==> config.mk <==
export PLATFORM = sky130hd
export DESIGN_NAME = char_display_text_engine_top
export DESIGN_NICKNAME = d
export VERILOG_FILES = /design/src/cdte_pkg.sv /design/src/cdte_screen_ram.sv /design/src/char_display_text_engine_top.sv
export SDC_FILE = /design/constraint.sdc
export NUM_CORES = 1
export LEC_CHECK = 0
export BUFFER_PORTS_ARGS = -buffer_cell sky130_fd_sc_hd__buf_4
export CORE_ASPECT_RATIO = 0.75
export CORE_MARGIN = 2
export CORE_UTILIZATION = 38
export CTS_BUF_LIST = sky130_fd_sc_hd__clkbuf_16
export CTS_CLUSTER_SIZE = 10
export DETAILED_ROUTE_END_ITERATION = 8
export PLACE_DENSITY = 0.59
export SYNTH_ARGS = -nofsm -noshare
export SYNTH_HDL_FRONTEND = slang
export SYNTH_SLANG_ARGS = --single-unit
==> constraint.sdc <==
create_clock -name aclk -period 6.5 [get_ports aclk]
set_input_delay 0 -clock aclk [delete_from_list [all_inputs] [get_ports aclk]]
set_output_delay 0 -clock aclk [all_outputs]
set_load 0.1 [all_outputs]
==> src/cdte_pkg.sv <==
// ============================================================================
// cdte_pkg - character display text engine shared definitions
// Item kinds, action codes, character constants and the store control group.
// ============================================================================
package cdte_pkg;

    // Item kinds
    localparam logic [1:0] KIND_TEXT   = 2'd0;
    localparam logic [1:0] KIND_ACTION = 2'd1;
    localparam logic [1:0] KIND_READ   = 2'd2;

    // Decoded actions; codes above ACT_DOWN do nothing
    typedef enum logic [3:0] {
        ACT_BACKDEL = 4'd0,
        ACT_FWDDEL  = 4'd1,
        ACT_ERASE   = 4'd2,
        ACT_CLEAR   = 4'd3,
        ACT_ERASEOL = 4'd4,
        ACT_HOME    = 4'd5,
        ACT_END     = 4'd6,
        ACT_LEFT    = 4'd7,
        ACT_RIGHT   = 4'd8,
        ACT_UP      = 4'd9,
        ACT_DOWN    = 4'd10
    } action_t;

    // Characters
    localparam logic [7:0] CH_BLANK = 8'h20;
    localparam logic [7:0] CH_BS    = 8'h08;
    localparam logic [7:0] CH_CR    = 8'h0D;
    localparam logic [7:0] CH_DEL   = 8'h7F;

    localparam logic [6:0] MAX_BRIGHT = 7'd100;

    // Store port control
    typedef struct packed {
        logic wen;  // write one cell
        logic ren;  // read one cell
        logic clr;  // every cell back to blank
    } store_ctl_t;

endpackage

==> src/cdte_screen_ram.sv <==
// ============================================================================
// cdte_screen_ram - screen character store
// One write and one registered read port; per-cell valid flags make unwritten
// or cleared cells read as blank.
// ============================================================================
module cdte_screen_ram #(
    parameter int DEPTH = 32,
    parameter int AW    = 5
) (
    input  logic                   aclk,
    input  logic                   aresetn,
    input  cdte_pkg::store_ctl_t   ctl,
    input  logic [AW-1:0]          waddr,
    input  logic [7:0]             wdata,
    input  logic [AW-1:0]          raddr,
    output logic [7:0]             rdata
);

    logic [7:0]       screen_reg [DEPTH];
    logic [DEPTH-1:0] valid_reg;
    logic [7:0]       rdata_reg;
    logic             rvalid_reg;

    always_ff @(posedge aclk) begin
        if (ctl.wen) begin
            screen_reg[waddr] <= wdata;
        end
        if (ctl.ren) begin
            rdata_reg <= screen_reg[raddr];
        end
    end

    always_ff @(posedge aclk) begin
        if (!aresetn) begin
            valid_reg  <= '0;
            rvalid_reg <= 1'b0;
        end else begin
            if (ctl.clr) begin
                valid_reg <= '0;
            end else if (ctl.wen) begin
                valid_reg[waddr] <= 1'b1;
            end
            if (ctl.ren) begin
                rvalid_reg <= valid_reg[raddr];
            end
        end
    end

    assign rdata = rvalid_reg ? rdata_reg : cdte_pkg::CH_BLANK;

endmodule

==> src/char_display_text_engine_top.sv <==
// Flow: an accepted word goes from idle straight to the result state for text,
// cursor moves, clear and cell reads; delete and erase first walk the store, up
// to COLUMNS cells. A new word is taken only once the last result is loaded;
// the walk through the store, one cell per cycle on its single read and write
// port, sets the pace, and a stalled receiver holds the result state.
// Reset: synchronous on aresetn low; the store reads as blank at once, no sweep.
// ============================================================================
// char_display_text_engine_top - character screen text engine
// Keeps a ROWS x COLUMNS character store and a cursor; takes text bytes,
// decoded actions and cell reads, and returns one result word per input word.
// ============================================================================
module char_display_text_engine_top #(
    parameter int COLUMNS = 16,
    parameter int ROWS    = 2
) (
    input  logic       aclk,
    input  logic       aresetn,
    // configuration
    input  logic       cfg_wen,
    input  logic [6:0] cfg_wdata,
    // input words
    input  logic       s_valid,
    output logic       s_ready,
    input  logic [1:0] s_kind,
    input  logic [7:0] s_char_code,
    input  logic [3:0] s_action_code,
    input  logic [7:0] s_repeat_count,
    input  logic       s_read_row,
    input  logic [3:0] s_read_col,
    // result words
    output logic       m_valid,
    input  logic       m_ready,
    output logic [7:0] m_cell_data,
    output logic       m_cursor_row,
    output logic [4:0] m_cursor_col,
    output logic       m_backlight_on
);

    localparam int DEPTH = ROWS * COLUMNS;
    localparam int AW    = $clog2(DEPTH);
    localparam int CW    = $clog2(COLUMNS + 1);   // column incl. past-end value
    localparam int SW    = ((CW > 8) ? CW : 8) + 1; // room for col + count

    localparam logic [CW-1:0] COL_LAST = CW'(COLUMNS - 1);
    localparam logic [CW-1:0] COL_PAST = CW'(COLUMNS);
    localparam logic [SW-1:0] COLS_W   = SW'(COLUMNS);
    localparam logic [SW-1:0] ROWS_W   = SW'(ROWS);

    typedef enum logic [1:0] {
        ST_IDLE,
        ST_WALK,
        ST_RESP
    } state_t;

    function automatic logic [AW-1:0] cell_addr(input logic r, input logic [CW-1:0] c);
        cell_addr = r ? (AW'(COLUMNS) + AW'(c)) : AW'(c);
    endfunction

    state_t        state_reg;
    logic          row_reg;
    logic [CW-1:0] col_reg;
    logic [6:0]    bright_reg;

    // walk: destination j from j_reg to end_reg takes cell j + shift_reg,
    // or a blank where that lies past the row end
    logic [CW-1:0] j_reg;
    logic [CW-1:0] end_reg;
    logic [CW-1:0] shift_reg;
    logic          pend_valid_reg;
    logic [CW-1:0] pend_dst_reg;
    logic          pend_mem_reg;
    logic          hit_reg;

    logic          m_valid_reg;
    logic [7:0]    m_cell_reg;
    logic          m_row_reg;
    logic [4:0]    m_col_reg;
    logic          m_bl_reg;

    // decode of the word on the input, used at acceptance
    logic          dec_row;
    logic [CW-1:0] dec_col;
    logic          dec_walk;
    logic [CW-1:0] dec_j;
    logic [CW-1:0] dec_end;
    logic [CW-1:0] dec_shift;
    logic          dec_we;
    logic          dec_clr;
    logic          dec_rd;
    logic          dec_hit;

    logic          accept;
    logic          resp_load;
    logic [CW:0]   src;
    logic          from_mem;

    cdte_pkg::store_ctl_t ctl;
    logic [AW-1:0] waddr;
    logic [AW-1:0] raddr;
    logic [7:0]    wdata;
    logic [7:0]    rdata;

    assign s_ready = (state_reg == ST_IDLE);
    assign accept  = s_valid && s_ready;

    // result register free or emptying this cycle
    assign resp_load = (state_reg == ST_RESP) && (!m_valid_reg || m_ready);

    always_comb begin
        cdte_pkg::action_t act;
        logic              do_act;
        logic [SW-1:0]     cnt;
        logic [SW-1:0]     col_w;
        logic [SW-1:0]     row_w;
        logic [SW-1:0]     k;
        logic [SW-1:0]     t;

        act       = cdte_pkg::ACT_HOME;
        do_act    = 1'b0;
        cnt       = SW'(s_repeat_count);
        col_w     = SW'(col_reg);
        row_w     = SW'(row_reg);
        k         = '0;
        t         = '0;
        dec_row   = row_reg;
        dec_col   = col_reg;
        dec_walk  = 1'b0;
        dec_j     = col_reg;
        dec_end   = COL_LAST;
        dec_shift = COL_PAST;
        dec_we    = 1'b0;
        dec_clr   = 1'b0;
        dec_rd    = 1'b0;
        dec_hit   = (int'(s_read_row) < ROWS) && (SW'(s_read_col) < COLS_W);

        case (s_kind)
            cdte_pkg::KIND_TEXT: begin
                if (s_char_code < cdte_pkg::CH_BLANK) begin
                    if (s_char_code == cdte_pkg::CH_BS) begin
                        act    = cdte_pkg::ACT_BACKDEL;
                        cnt    = SW'(1);
                        do_act = 1'b1;
                    end else if (s_char_code == cdte_pkg::CH_CR) begin
                        // column home, then one row down
                        dec_col = '0;
                        act     = cdte_pkg::ACT_DOWN;
                        cnt     = SW'(1);
                        do_act  = 1'b1;
                    end
                end else if (s_char_code == cdte_pkg::CH_DEL) begin
                    act    = cdte_pkg::ACT_FWDDEL;
                    cnt    = SW'(1);
                    do_act = 1'b1;
                end else if (!s_char_code[7] && (col_reg < COL_PAST)) begin
                    dec_we  = 1'b1;
                    dec_col = col_reg + CW'(1);
                end
            end
            cdte_pkg::KIND_ACTION: begin
                act    = cdte_pkg::action_t'(s_action_code);
                do_act = 1'b1;
            end
            cdte_pkg::KIND_READ: begin
                dec_rd = 1'b1;
            end
            default: ;
        endcase

        if (do_act) begin
            case (act)
                cdte_pkg::ACT_BACKDEL: begin
                    if ((col_w != '0) && (cnt != '0)) begin
                        k         = (cnt > col_w) ? col_w : cnt;
                        dec_col   = CW'(col_w - k);
                        dec_j     = CW'(col_w - k);
                        dec_shift = CW'(k);
                        dec_walk  = 1'b1;
                    end
                end
                cdte_pkg::ACT_FWDDEL: begin
                    if ((cnt != '0) && (col_w < COLS_W)) begin
                        t         = COLS_W - col_w;
                        dec_shift = CW'((cnt < t) ? cnt : t);
                        dec_walk  = 1'b1;
                    end
                end
                cdte_pkg::ACT_ERASE: begin
                    if ((cnt != '0) && (col_w < COLS_W)) begin
                        t        = col_w + cnt - SW'(1);
                        dec_end  = (t >= COLS_W) ? COL_LAST : CW'(t);
                        dec_walk = 1'b1;
                    end
                end
                cdte_pkg::ACT_CLEAR: begin
                    dec_clr = 1'b1;
                    dec_row = 1'b0;
                    dec_col = '0;
                end
                cdte_pkg::ACT_ERASEOL: begin
                    dec_walk = (col_w < COLS_W);
                end
                cdte_pkg::ACT_HOME: begin
                    dec_row = 1'b0;
                    dec_col = '0;
                end
                cdte_pkg::ACT_END: begin
                    dec_col = COL_LAST;
                end
                cdte_pkg::ACT_LEFT: begin
                    dec_col = (cnt >= col_w) ? '0 : CW'(col_w - cnt);
                end
                cdte_pkg::ACT_RIGHT: begin
                    t       = col_w + cnt;
                    dec_col = (t >= COLS_W) ? COL_LAST : CW'(t);
                end
                cdte_pkg::ACT_UP: begin
                    dec_row = (cnt >= row_w) ? 1'b0 : 1'(row_w - cnt);
                end
                cdte_pkg::ACT_DOWN: begin
                    t       = row_w + cnt;
                    dec_row = (t >= ROWS_W) ? 1'(ROWS - 1) : 1'(t);
                end
                default: ;
            endcase
        end
    end

    // source cell of the current walk step
    assign src      = (CW + 1)'(j_reg) + (CW + 1)'(shift_reg);
    assign from_mem = (src < (CW + 1)'(COLUMNS));

    // store port: a pending walk write never meets a text write (walk only)
    always_comb begin
        ctl.wen = pend_valid_reg || (accept && dec_we);
        ctl.ren = (accept && dec_rd && dec_hit) || ((state_reg == ST_WALK) && from_mem);
        ctl.clr = accept && dec_clr;
        waddr   = pend_valid_reg ? cell_addr(row_reg, pend_dst_reg)
                                 : cell_addr(row_reg, col_reg);
        wdata   = pend_valid_reg ? (pend_mem_reg ? rdata : cdte_pkg::CH_BLANK)
                                 : s_char_code;
        raddr   = (state_reg == ST_WALK) ? cell_addr(row_reg, src[CW-1:0])
                                         : cell_addr(s_read_row, CW'(s_read_col));
    end

    cdte_screen_ram #(
        .DEPTH (DEPTH),
        .AW    (AW)
    ) u_ram (
        .aclk    (aclk),
        .aresetn (aresetn),
        .ctl     (ctl),
        .waddr   (waddr),
        .wdata   (wdata),
        .raddr   (raddr),
        .rdata   (rdata)
    );

    // brightness: out-of-range writes are dropped
    always_ff @(posedge aclk) begin
        if (!aresetn) begin
            bright_reg <= '0;
        end else if (cfg_wen && (cfg_wdata <= cdte_pkg::MAX_BRIGHT)) begin
            bright_reg <= cfg_wdata;
        end
    end

    always_ff @(posedge aclk) begin
        if (!aresetn) begin
            state_reg      <= ST_IDLE;
            row_reg        <= 1'b0;
            col_reg        <= '0;
            pend_valid_reg <= 1'b0;
            m_valid_reg    <= 1'b0;
            hit_reg        <= 1'b0;
        end else begin
            // each walk step leaves one write for the following cycle
            pend_valid_reg <= (state_reg == ST_WALK);
            if (resp_load) begin
                m_valid_reg <= 1'b1;
            end else if (m_ready) begin
                m_valid_reg <= 1'b0;
            end
            unique case (state_reg)
                ST_IDLE: begin
                    if (s_valid) begin
                        row_reg   <= dec_row;
                        col_reg   <= dec_col;
                        hit_reg   <= dec_rd && dec_hit;
                        j_reg     <= dec_j;
                        end_reg   <= dec_end;
                        shift_reg <= dec_shift;
                        state_reg <= dec_walk ? ST_WALK : ST_RESP;
                    end
                end
                ST_WALK: begin
                    // read source now, write destination next cycle
                    pend_dst_reg   <= j_reg;
                    pend_mem_reg   <= from_mem;
                    if (j_reg == end_reg) begin
                        state_reg <= ST_RESP;
                    end else begin
                        j_reg <= j_reg + CW'(1);
                    end
                end
                ST_RESP: begin
                    if (resp_load) begin
                        m_cell_reg  <= hit_reg ? rdata : 8'h00;
                        m_row_reg   <= row_reg;
                        m_col_reg   <= 5'(col_reg);
                        m_bl_reg    <= (bright_reg != '0);
                        state_reg   <= ST_IDLE;
                    end
                end
                default: begin
                    state_reg <= ST_IDLE;
                end
            endcase
        end
    end

    assign m_valid        = m_valid_reg;
    assign m_cell_data    = m_cell_reg;
    assign m_cursor_row   = m_row_reg;
    assign m_cursor_col   = m_col_reg;
    assign m_backlight_on = m_bl_reg;

    // no walk write may be left over once a new word can come in
    a_idle_no_pend: assert property (@(posedge aclk) disable iff (!aresetn)
        (state_reg == ST_IDLE) |-> !pend_valid_reg)
        else $error("walk write pending in idle");

    a_col_range: assert property (@(posedge aclk) disable iff (!aresetn)
        (col_reg <= COL_PAST))
        else $error("cursor column beyond row end");

    a_row_range: assert property (@(posedge aclk) disable iff (!aresetn)
        (int'(row_reg) < ROWS))
        else $error("cursor row beyond screen");

    a_walk_bound: assert property (@(posedge aclk) disable iff (!aresetn)
        (state_reg == ST_WALK) |-> (j_reg <= end_reg))
        else $error("walk index passed its end");

    a_read_resp: assert property (@(posedge aclk) disable iff (!aresetn)
        (accept && (s_kind == cdte_pkg::KIND_READ)) |=> (state_reg == ST_RESP))
        else $error("cell read did not go straight to result");

endmodule

==> out/results.ini <==
[setup_path]
required_ns = 6.78
cp-start-kind = input port
endpoint_kind = flip-flop
r2r_setup_slack_ns = 1.87
path_class = input port to flip-flop
critPathArrivalTime_ns = 5.29
critical_path.max_fanout = 15

[final_layout]
design_area_mm2 = 0.01872
finalNonFillerCells = 1830
layout_common_cells = edfxtp_1, nor2_1, buf_4
final_common_cell = edfxtp_1
drive_gt1_frac = 0.1770
areaGrowthSynthToFinish_pct = 15.63
final_net_count = 1310
largest_reg_flops = 256

[power_and_ir_drop]
power_density_mw_per_mm2 = 271.1
p_total_w = 0.005075
irDropWorstVdd_uv = 184.0
cellLeakagePower_nw = 6.451

[outcome]
status = finished, final reports clean

[sta]
min_period_ns = 5.007
hold_ws_ns = 0.01894
worst_pin_slew_ns = 1.242
final.period_utilization = 0.7703
final-hold-violation-count = 0
fmax_mhz = 199.7
setup_tns_ns = 0
setup_viol = 0
skew_ns = 0.02095
slew_viol_final = 0
slew_headroom = 0.1690
rsz0062_at_grt = no

[global_route]
first_global_vias = 10080
gr-max-usage-layer = met1
grt_overflow = 0
grt_first_pass_wirelength_mm = 64.36
grtUsageMet3 = 0.03336
use_met2 = 0.2821
antenna_found_initial = 1
grt_max_degree = 53
grt_util_met1 = 0.2987
track_usage = 0.1940

[synthesis]
synth_flop_cell = edfxtp_1
yosysWarnings = 0
synth.distinct_cells = 73
async_reset_ff_frac = 0
synth_nets = 1225
synth-seq-cells = 351
syn_inst = 1143
synth.top_cell.area_share = 0.5564
yosysTopAreaCell = edfxtp_1
seq_area_frac_synth = 0.6195
synth_enable_flop_cells = 300
synthTopCellsByArea = edfxtp_1, mux4_2, dfxtp_1
avgSynthCellArea_um2 = 14.16
syn_area_mm2 = 0.01619

[cts]
cts-htree-levels = 2
clk_pin_slew_ns = 0.06
post_cts_buffers = 0
cts_tree = built
numClockSinks = 351
cts_buffer_depth = 3
insertion_delay_ns = 0.55
clockRootBuffer = clkbuf_16
cts_buffers = 41

[placed_design]
place.gp.congestion = 0.8613
dpl.hpwl_mm = 28.55
place_area_mm2 = 0.01735
port_buffers = 55
placed_cells = 1738

[drt]
avgViaCountPerCell = 5.593
dr.pass1.iters = 5
drt_iter0_drc = 1125
via_count = 10240
drc = 0
wire_per_inst_um = 23.40
ant_nets = 0
wirelength_mm = 42.83

[die]
die_h_um = 182.8
num_rows = 65
initial_core_util = 0.3851
num_io_pins = 56
coreArea_mm2 = 0.04205
die_w_um = 242.3
dieArea_mm2 = 0.04429

[min_path]
hold_class = input port to flip-flop

[job]
cap_violations = 0

[report_power, final]
| group | switching, W | internal [W] |
|---|---|---|
| Sequential | 0.0000180 | 0.00246 |
| Clock | 0.000917 | 0.00115 |
| Combinational | 0.000328 | 0.000195 |
| Total | 0.00126 | 0.00381 |
[metrics by stage]
| step | utilization | setup WS, ns |
|---|---|---|
| CTS | 0.4452 | 1.573 |
| global route | 0.4453 | 0.9794 |
| global placement | 0.4127 | 1.622 |
| detailed placement | 0.4127 | 1.510 |
| floorplan | - | 2.516 |
| finish | 0.4453 | 1.493 |
[area by class of cell]
cell class | instances | area, um2
multi-input combinational | 705 | 5903
clock inverter | 34 | 178.9
clock buffer | 41 | 1026
antenna | 1 | 2.502
tap | 569 | 711.9
sequential | 351 | 10030
timing repair buffer | 92 | 730.7
fill | 3737 | 23320
inverter | 37 | 138.9
[critical path, stage by stage]
cell           delay (ns)
dlygate4sd3_1        0.54
buf_4                0.17
nor3_1               0.34
nand4_1              0.55
and3_1               0.49
ha_1                 0.51
and3_1               0.22
and3_1               0.18
a31oi_1              0.06
a21oi_1              0.67
nor2_1               0.08
a21oi_1              0.25
inv_1                0.10
fa_1                 0.43
inv_1                0.08
a21o_1               0.11
a21oi_1              0.07
xor2_1               0.18
nor2_1               0.14
o22ai_1              0.10
[synthesized netlist by cell type, drive strengths merged, types with 3 or more instances]
cell type,count
a221oi,3
o2bb2ai,4
xnor2,17
dfxtp,51
o22ai,13
and3,18
nand2,68
nor2b,25
a21oi,59
nand4,5
nand3b,5
nor2,85
o221a,3
nand2b,10
fa,4
a21o,10
a22oi,3
and4,3
a2111oi,4
o21a,35
clkbuf,28
buf,22
a211oi,20
a211o,3
nand3,17
nor3,20
mux2,11
mux2i,37
mux4,66
o21ai,24
or4,3
nor3b,4
or3,8
ha,39
nor4,6
edfxtp,300
xor2,12
and2,4
inv,36
o211ai,6
o32ai,3
a311oi,4
o31ai,6
a31oi,11
[logic make-up (layout without fill, tap and decap cells)]
kind of cell / Yosys count / count (layout) / synth area share
AND/OR/NAND/NOR: 286 / 286 / 0.08663
buffers and inverters: 87 / 204 / 0.02226
adder cells (fa/ha/maj): 43 / 43 / 0.03509
AO/OA/AOI/OAI: 232 / 232 / 0.09830
multiplexers: 114 / 114 / 0.1223
flip-flops: 351 / 351 / 0.6195
other: 1 / 2 / 0.0002316
XOR/XNOR: 29 / 29 / 0.01569
[worst paths after layout]
kind | endpoint | startpoint | cells after the start
max reg2reg | j_reg[4]$_DFFE_PP_ | col_reg[3]$_SDFFE_PN0P_ | 16
max | j_reg[4]$_DFFE_PP_ | s_kind[1] | 20
min reg2reg | u_ram.valid_reg[22]$_SDFFE_PP0N_ | u_ram.valid_reg[22]$_SDFFE_PP0N_ | 1
min | row_reg$_SDFFE_PN0P_ | s_action_code[1] | 4
[layer usage]
metal	vias up	share of wire
met3	62	0.075
met2	355	0.43
met1	5181	0.48
li1	4637	-
met4	0	0.020
met5	-	0
[repair_timing]
item	4_1_cts	5_1_grt
gates resized for setup	0	0
setup endpoints to repair	0	0
hold endpoints to repair	16	0
hold buffers	16	0
(Power assumes the default switching activity.)
